==> src/rtl/keyframe_window_eviction_assert.svh <==
// Assertion macros for the keyframe window eviction block.
`ifndef KEYFRAME_WINDOW_EVICTION_ASSERT_SVH
`define KEYFRAME_WINDOW_EVICTION_ASSERT_SVH

// Same-cycle implication, sampled on the rising clock edge and idle in reset.
`define KWE_ASSERT_IMPL(name, ante, cons, msg) \
  name: assert property (@(posedge clk_i) disable iff (!rst_ni) (ante) |-> (cons)) \
    else $error(msg);

// Next-cycle implication, sampled on the rising clock edge and idle in reset.
`define KWE_ASSERT_NEXT(name, ante, cons, msg) \
  name: assert property (@(posedge clk_i) disable iff (!rst_ni) (ante) |=> (cons)) \
    else $error(msg);

`endif

==> src/rtl/kwe_pkg.sv <==
// Shared types and constants of the keyframe window eviction block.
`timescale 1ns / 1ps

package kwe_pkg;

  // Default window depth.
  localparam int unsigned NUM_SLOTS_DEF = 16;

  // Field widths.
  localparam int unsigned KEY_W     = 16;
  localparam int unsigned POS_W     = 24;
  localparam int unsigned LIMIT_W   = 4;
  localparam int unsigned THR_W     = 52;
  localparam int unsigned CNT_OUT_W = 5;
  localparam int unsigned CFG_IDX_W = 2;

  // Distance arithmetic widths: 25-bit difference, 49-bit square, 50-bit sum.
  localparam int unsigned DIFF_W = POS_W + 1;
  localparam int unsigned SQ_W   = 2 * POS_W + 1;
  localparam int unsigned DIST_W = SQ_W + 1;

  // Configuration register indexes.
  localparam logic [CFG_IDX_W-1:0] CFG_ACTIVE_LIMIT = 2'd0;
  localparam logic [CFG_IDX_W-1:0] CFG_NEAR_THR     = 2'd1;

  // Configuration reset values.
  localparam logic [LIMIT_W-1:0] LIMIT_RST = 4'd7;
  localparam logic [THR_W-1:0]   THR_RST   = 52'd2621;

  // Controller states.
  typedef enum logic [2:0] {
    ST_IDLE,
    ST_LOOKUP_START,
    ST_LOOKUP_WAIT,
    ST_WRITE,
    ST_CHECK,
    ST_EVICT_START,
    ST_EVICT_WAIT,
    ST_FINISH
  } kwe_state_e;

  // Commands from the controller to the datapath.
  typedef struct packed {
    logic load_item;
    logic scan_start;
    logic scan_evict;
    logic write_slot;
    logic finish;
  } kwe_cmd_t;

  // Status from the datapath to the controller.
  typedef struct packed {
    logic scan_busy;
    logic need_evict;
  } kwe_status_t;

endpackage

==> src/rtl/kwe_ctrl.sv <==
// Controller state machine that sequences lookup, write, eviction scan and result.
`timescale 1ns / 1ps

module kwe_ctrl
  import kwe_pkg::*;
(
  input  logic        clk_i,
  input  logic        rst_ni,
  input  logic        in_valid_i,
  output logic        in_ready_o,
  input  logic        out_free_i,
  input  kwe_status_t status_i,
  output kwe_cmd_t    cmd_o
);

  kwe_state_e state_q, state_d;

  // State register.
  always_ff @(posedge clk_i or negedge rst_ni) begin
    if (!rst_ni) begin
      state_q <= ST_IDLE;
    end else begin
      state_q <= state_d;
    end
  end

  // Next state.
  always_comb begin
    state_d = state_q;
    unique case (state_q)
      ST_IDLE: begin
        if (in_valid_i) state_d = ST_LOOKUP_START;
      end
      ST_LOOKUP_START: state_d = ST_LOOKUP_WAIT;
      ST_LOOKUP_WAIT: begin
        if (!status_i.scan_busy) state_d = ST_WRITE;
      end
      ST_WRITE: state_d = ST_CHECK;
      ST_CHECK: begin
        state_d = status_i.need_evict ? ST_EVICT_START : ST_FINISH;
      end
      ST_EVICT_START: state_d = ST_EVICT_WAIT;
      ST_EVICT_WAIT: begin
        if (!status_i.scan_busy) state_d = ST_FINISH;
      end
      ST_FINISH: begin
        if (out_free_i) state_d = ST_IDLE;
      end
      default: state_d = ST_IDLE;
    endcase
  end

  // Outputs decoded from the state.
  always_comb begin
    in_ready_o       = 1'b0;
    cmd_o            = '0;
    unique case (state_q)
      ST_IDLE: begin
        in_ready_o      = 1'b1;
        cmd_o.load_item = in_valid_i;
      end
      ST_LOOKUP_START: cmd_o.scan_start = 1'b1;
      ST_LOOKUP_WAIT:  ;
      ST_WRITE:        cmd_o.write_slot = 1'b1;
      ST_CHECK:        ;
      ST_EVICT_START: begin
        cmd_o.scan_start = 1'b1;
        cmd_o.scan_evict = 1'b1;
      end
      ST_EVICT_WAIT:   ;
      ST_FINISH:       cmd_o.finish = out_free_i;
      default:         ;
    endcase
  end

endmodule

==> config.mk <==
export PLATFORM = sky130hd
export DESIGN_NAME = kwe_ctrl
export DESIGN_NICKNAME = d
export VERILOG_FILES = /design/src/rtl/keyframe_window_eviction_assert.svh /design/src/rtl/kwe_pkg.sv /design/src/rtl/kwe_ctrl.sv
export SDC_FILE = /design/constraint.sdc
export NUM_CORES = 1
export LEC_CHECK = 0
export ABC_AREA = 1
export BUFFER_PORTS_ARGS = -buffer_cell sky130_fd_sc_hd__clkbuf_2
export CORE_AREA = 2 2 39 41
export DETAILED_ROUTE_END_ITERATION = 10
export DIE_AREA = 0 0 41 43
export PLACE_DENSITY = 0.4
export SETUP_SLACK_MARGIN = 0.15
export SYNTH_ARGS = -nofsm -noshare
export SYNTH_HDL_FRONTEND = slang
export SYNTH_SLANG_ARGS = --single-unit
==> constraint.sdc <==
create_clock -name clk_i -period 1.8 [get_ports clk_i]
set_clock_uncertainty 0.15 [all_clocks]
set_input_delay 0.36 -clock clk_i [delete_from_list [all_inputs] [get_ports clk_i]]
set_output_delay 0.36 -clock clk_i [all_outputs]
set_load 0.1 [all_outputs]
==> flow_metrics.py, run 1 <==
metrics = {
    "status": {
        "status": "finished clean",
    },
    "clock_network": {
        "h-tree-depth": 1,
        "cts_buffer_depth": 2,
        "cts_buffers": 3,
        "cts_num_sinks": 3,
        "clock_latency_ns": 0.23,
        "clk_pin_slew_ns": 0.04,
        "cts_tree": "done",
        "cts-root-buf": "clkbuf_4",
    },
    "cells_and_area": {
        "drive_above_1_share": 0.674,
        "finish.instance_area_um2": 463,
        "regMostFlops": "state_q",
        "area_delta_synth_final_pct": 128,
        "largest_reg_flops": 3,
        "antennaDiodeCount": 0,
        "reg.largest.list": "state_q: 3 flops",
        "layout.nets": 53,
    },
    "routing": {
        "ant_nets": 0,
        "vias": 232,
        "dr.pass1.iters": 1,
        "drtIter0Drc": 0,
        "avgRoutedWirePerCell_um": 7.85,
        "via_per_inst": 3.74,
        "drc": 0,
        "totalWireLength_um": 487,
    },
    "placement": {
        "gp_congestion": 0.633,
        "portBuffers": 11,
        "place_hpwl_um": 387,
        "dpl_cell_area_um2": 399,
    },
    "synth": {
        "ys_top_cells_by_area": "dfrtp_1 (37%), inv_1 (13%), nand2_1 (7.4%)",
        "avgSynthCellArea_um2": 6.99,
        "syn_nets": 35,
        "synthDistinctLibCells": 14,
        "ys_warn_count": 0,
        "synth_area_leader_cell": "dfrtp_1",
        "synth_edf_count": 0,
        "synth_cells": 29,
        "ys_seq_area_frac": 0.370,
        "syn_area_um2": 203,
        "synthArstFlopShare": 1.00,
        "synth_ff_type": "dfrtp_1",
        "yosysTopAreaCellShare": 0.370,
        "yosysMostFrequentCell": "inv_1",
        "synth-seq-cells": 3,
        "synthTopCellsByCount": "inv_1 (7), nand2_1 (4), dfrtp_1 (3), nor2_1 (3)",
    },
    "worst_setup_path": {
        "crit_path_start_kind": "flop",
        "required_ns": 1.29,
        "critical_path_class": "reg2out",
        "cp_max_fo": 8,
        "end_kind": "output pin",
        "arrival_ns": 1.21,
    },
    "timing": {
        "setup_violations": 0,
        "finalHoldViolations": 0,
        "tightest_slew_ns": 0.196,
        "slew_headroom": 0.869,
        "period_needed_ns": 1.72,
        "final-max-slew-violation-count": 0,
        "rsz0062_at_grt": "yes",
        "fmax_ghz": 0.580,
        "final.period_utilization": 0.958,
    },
    "global_routing": {
        "grt_pass1_wl_um": 800,
        "grt_max_degree": 9,
        "grt_use_total": 0.0735,
        "grt_pass1_vias": 222,
        "overflow": 0,
        "grt_antenna_before_repair": 0,
    },
    "floorplan": {
        "die-area_um2": 1760,
        "pin_count": 12,
        "rows": 14,
        "fp.dieH_um": 43,
        "die_w_um": 41,
        "core_um2": 1380,
        "start_util": 0.146,
    },
    "min_path": {
        "hold_class": "in2reg",
    },
    "job": {
        "cap_violations": 0,
    },
}
==> metrics by stage <==
stage,TNS (ns),hold slack (ns),worst slack [ns],utilization,std cells
detailed placement,0,0.00897,0.234,0.288,55
finish,0,0.264,0.0762,0.335,62
floorplan,-0.0837,-0.0856,-0.0423,-,29
CTS,0,0.248,0.0527,0.331,62
global route,0,0.274,0.0169,0.335,62
global placement,0,0.00966,0.231,0.288,55
==> logic make-up after synthesis <==
family                 share of synthesized area
and+or+nand+nor                            0.327
DFF                                        0.370
AOI/OAI and AO/OA                          0.148
buffers and inverters                      0.154
==> path summary, 6_finish.rpt <==
kind | end | slack [ns] | cells past startpoint | start
max in group asynchronous | state_q[0]$_DFFE_PN0P_ | 1.07 | 2 | rst_ni
setup / recovery | cmd_o[4] | 0.08 | 4 | state_q[1]$_DFFE_PN0P_
hold reg to reg | state_q[0]$_DFFE_PN0P_ | 0.45 | 2 | state_q[2]$_DFFE_PN0P_
setup reg to reg | state_q[0]$_DFFE_PN0P_ | 0.68 | 4 | state_q[1]$_DFFE_PN0P_
hold / removal | state_q[0]$_DFFE_PN0P_ | 0.26 | 4 | status_i[1]
min in group asynchronous | state_q[1]$_DFFE_PN0P_ | 0.31 | 2 | rst_ni
==> area by class of cell <==
| type | instances | area, um^2 |
|---|---|---|
| Inverter | 7 | 33.8 |
| Multi-Input combinational cell | 18 | 135 |
| Tap cell | 16 | 20.0 |
| Clock buffer | 4 | 26.3 |
| Fill cell | 154 | 921 |
| Timing Repair Buffer | 14 | 170 |
| Sequential cell | 3 | 77.6 |
==> critical path: stages (launching register included) <==
cell     delay, ns
dfrtp_2       0.47
nor2_4        0.11
nand2_2       0.10
nor2_4        0.12
buf_12        0.18
==> layer usage <==
metal	GRT usage	vias to the layer above	wire length, um
met4	0.100	0	0
met2	0.103	6	263
li1	-	126	-
met5	0	-	0
met3	0.0157	0	25
met1	0.0714	100	197
==> layout by cell type (no fill, tap or decap) <==
cell type | netlist | layout
buf_12 | 0 | 6
clkbuf_2 | 0 | 5
nor2_4 | 0 | 4
nand2_1 | 4 | 4
inv_1 | 7 | 3
clkbuf_4 | 0 | 3
inv_2 | 0 | 2
nand3_1 | 2 | 2
clkinvlp_4 | 0 | 2
buf_4 | 0 | 2
dfrtp_2 | 0 | 2
nor3_4 | 0 | 1
nand2_2 | 1 | 1
o211ai_1 | 1 | 1
o21ai_0 | 1 | 1
nand4_1 | 1 | 1
nor2_2 | 2 | 1
a21oi_2 | 1 | 1
a31o_2 | 1 | 1
clkbuf_1 | 0 | 1
dlygate4sd3_1 | 0 | 1
dfrtp_1 | 3 | 1
==> timing repair <==
action                                  4_1_cts  5_1_grt
cloned                                        0        0
buffers inserted                              2        0
endpoints found under the setup margin        6        6
hold endpoints to repair                      3        0
hold buffers                                  1        0
resized for setup                             5        1
Power of run 1 is left out: the tool's default activity adds up to more than one toggle a clock period on the data nets, which glitch-free logic cannot reach.
==> run 2, diff against run 1 <==
ABC_AREA = 0   (was 1)
CTS_CLUSTER_DIAMETER = 120   (was default)
PLACE_DENSITY = 0.38   (was 0.4)
==> run 2 against run 1 <==
Die area unchanged. Routed wire length grew 6.4%. Count of clock-buffer cells in the layout stayed put. Core utilization shrank 0.36 points. Via count fell by 6.5%. Area after synthesis is 16% lower. Flip-flop and latch count unchanged. Critical path type unchanged. Critical endpoint unchanged. Largest cell class unchanged. Highest routed layer is now met4.
==> flow_metrics.py, run 2 <==
metrics = {
    "status": {
        "status": "finished clean",
    },
    "global_routing": {
        "grt_pass1_wl_um": 786,
        "grt_use_total": 0.0785,
        "grt_max_degree": 7,
        "grtUsageMet2": 0.109,
        "grt_antenna_before_repair": 0,
        "overflow": 0,
        "gr-usage-met3": 0.0314,
        "busiest_layer": "met4",
        "grt_use_met1": 0.0615,
        "grt_pass1_vias": 209,
    },
    "cells_and_area": {
        "antennaDiodeCount": 0,
        "regMostFlops": "state_q",
        "fillers": 145,
        "drive_above_1_share": 0.690,
        "layout.nets": 49,
        "reg.largest.list": "state_q: 3 flops",
        "largest_reg_flops": 3,
        "layout_commonest_cell": "buf_12",
        "finish.instance_area_um2": 458,
        "fin_util": 0.331,
        "area_delta_synth_final_pct": 169,
        "layout_common_cells": "buf_12 (6), clkbuf_2 (5), buf_4 (4)",
    },
    "synth": {
        "ys_top_cells_by_area": "dfrtp_1 (44%), nand2b_1 (11%), nor2_1 (8.8%)",
        "synth_cells": 21,
        "synth_xor_area_frac": 0,
        "synth-simple-area-share": 0.419,
        "syn_nets": 27,
        "synthArstFlopShare": 1.00,
        "synth_top_family_by_area": "simple AND/OR/NAND/NOR gates",
        "avgSynthCellArea_um2": 8.10,
        "yosysTopAreaCellShare": 0.441,
        "synth_ff_type": "dfrtp_1",
        "synth_area_leader_cell": "dfrtp_1",
        "synth_edf_count": 0,
        "synthDistinctLibCells": 10,
        "synth_mux_area_frac": 0,
        "syn_area_um2": 170,
        "synth-seq-cells": 3,
        "yosysMostFrequentCell": "nor2_1",
        "yosys.area_share.adder": 0,
        "ys_seq_area_frac": 0.441,
        "ys_warn_count": 0,
        "synthTopCellsByCount": "nor2_1 (4), dfrtp_1 (3), nand2b_1 (3)",
        "synth_compound_area_frac": 0.140,
    },
    "clock_network": {
        "clock_latency_ns": 0.23,
        "cts_buffers": 3,
        "cts_num_sinks": 3,
        "cts-root-buf": "clkbuf_4",
        "clk_pin_slew_ns": 0.04,
        "h-tree-depth": 1,
        "cts_buffer_depth": 2,
        "cts_tree": "done",
    },
    "timing": {
        "rsz0062_at_grt": "yes",
        "fmax_ghz": 0.581,
        "setup_violations": 0,
        "fin_hold_ws_ns": 0.228,
        "tightest_slew_ns": 0.208,
        "slew_headroom": 0.862,
        "finalHoldViolations": 0,
        "final-max-slew-violation-count": 0,
        "final.period_utilization": 0.957,
        "period_needed_ns": 1.72,
    },
    "floorplan": {
        "core_um2": 1380,
        "die-area_um2": 1760,
        "fp.dieH_um": 43,
        "start_util": 0.123,
        "pin_count": 12,
        "die_w_um": 41,
        "rows": 14,
    },
    "worst_setup_path": {
        "timing.rr.start": "state_q[2]$_DFFE_PN0P_",
        "worstRegToRegCells": 3,
        "cp_slowest_cell": "dfrtp_2",
        "critical_path_class": "reg2out",
        "crit_path_start_kind": "flop",
        "reg2reg_to": "state_q[0]$_DFFE_PN0P_",
        "arrival_ns": 1.21,
        "critPathLaunch": "state_q[2]$_DFFE_PN0P_",
        "crit_path_end": "cmd_o[4]",
        "cp_max_fo": 5,
        "r2r_slack_ns": 0.61,
        "crit_chain": "nor3_4 > and2_4 > buf_12",
        "end_kind": "output pin",
        "cpPeakStageDelay_ns": 0.44,
        "required_ns": 1.29,
    },
    "routing": {
        "vias": 217,
        "ant_nets": 0,
        "dr.pass1.iters": 4,
        "avgRoutedWirePerCell_um": 8.93,
        "drc": 0,
        "totalWireLength_um": 518,
        "via_per_inst": 3.74,
        "drtIter0Drc": 3,
    },
    "placement": {
        "portBuffers": 11,
        "gp_congestion": 0.692,
        "place_hpwl_um": 361,
        "dpl_cell_area_um2": 375,
    },
    "min_path": {
        "hold_class": "in2reg",
        "min_path_cells": 2,
    },
    "power": {
        "p_total_uw": 887,
        "p_leak_uw": 0.000195,
        "p_per_area_nw_per_um2": 1940,
        "irDropWorstVdd_mv": 0.545,
    },
    "job": {
        "cap_violations": 0,
    },
}
-- run 2: cell count changes in the layout (fill, tap and decap cells not counted), moves of 2 or more --
| cell | before | now |
|---|---|---|
| inv_1 | 3 | 0 |
| nand2_1 | 4 | 1 |
| nand2b_1 | 0 | 3 |
| a21oi_1 | 0 | 2 |
| and2_4 | 0 | 2 |
| buf_4 | 2 | 4 |
| clkinvlp_4 | 2 | 0 |
| inv_2 | 2 | 0 |
| nand3_1 | 2 | 0 |
| nor2_1 | 0 | 2 |
| nor2_4 | 4 | 2 |
-- run 2: cell type report --
cell class | count | area [um^2] | area share
flip-flops and latches | 3 | 78.8 | 0.172
repair buffers | 17 | 196 | 0.429
clock buffers | 4 | 26.3 | 0.0574
multi-input cells | 18 | 136 | 0.298
well taps | 16 | 20.0 | 0.0437
-- run 2: kinds of logic after synthesis --
group	Yosys count
simple gates	14
compound gates	4
flops	3
-- run 2: per-layer routing --
layer | wire length, um | vias up | part of all wire
met1 | 201 | 95 | 0.39
met4 | 9 | 0 | 0.017
met3 | 42 | 2 | 0.081
li1 | - | 111 | -
met2 | 265 | 9 | 0.51
met5 | 0 | - | 0
-- run 2: through the flow --
step                      cells  setup TNS, ns  setup WS [ns]
after CTS                    58              0         0.0829
final                        58              0         0.0775
after global placement       48              0          0.245
after detailed placement     48              0          0.240
after floorplan              21         -0.635         -0.482
after global routing         58              0         0.0329
-- run 2: worst min-delay path by stage --
| stage | endpoint | slack, ns | startpoint |
|---|---|---|---|
| 2_1_floorplan | state_q[0]$_DFFE_PN0P_ | -0.09 | rst_ni |
| 3_3_place_gp | state_q[0]$_DFFE_PN0P_ | 0.007 | rst_ni |
| 3_5_place_dp | state_q[2]$_DFFE_PN0P_ | 0.009 | rst_ni |
| 4_1_cts | state_q[0]$_DFFE_PN0P_ | 0.22 | status_i[1] |
| 5_1_grt | state_q[0]$_DFFE_PN0P_ | 0.22 | status_i[1] |
| 6_report | state_q[0]$_DFFE_PN0P_ | 0.23 | status_i[1] |
-- run 2: repair_timing --
item,CTS,global route
setup buffers,5,0
endpoints found under the hold margin,3,0
resized for setup,3,1
endpoints found under the setup margin,5,6
hold buffers,1,0
pin swaps,2,0
-- run 2: worst max-delay path: cells and delay by family, from the launching register on --
kind / cells / cell delay, ns
buffers and inverters: 1 / 0.16
AND/OR/NAND/NOR: 2 / 0.38
flip-flops: 1 / 0.44
-- run 2: power breakdown --
part,total (uW),internal [uW],leakage [uW],switching [uW]
Sequential,169,105,0.0000305,63.6
Combinational,600,246,0.000149,354
Clock,118,83.1,0.0000150,34.6
Note: power is estimated with default switching activity, not from simulation.
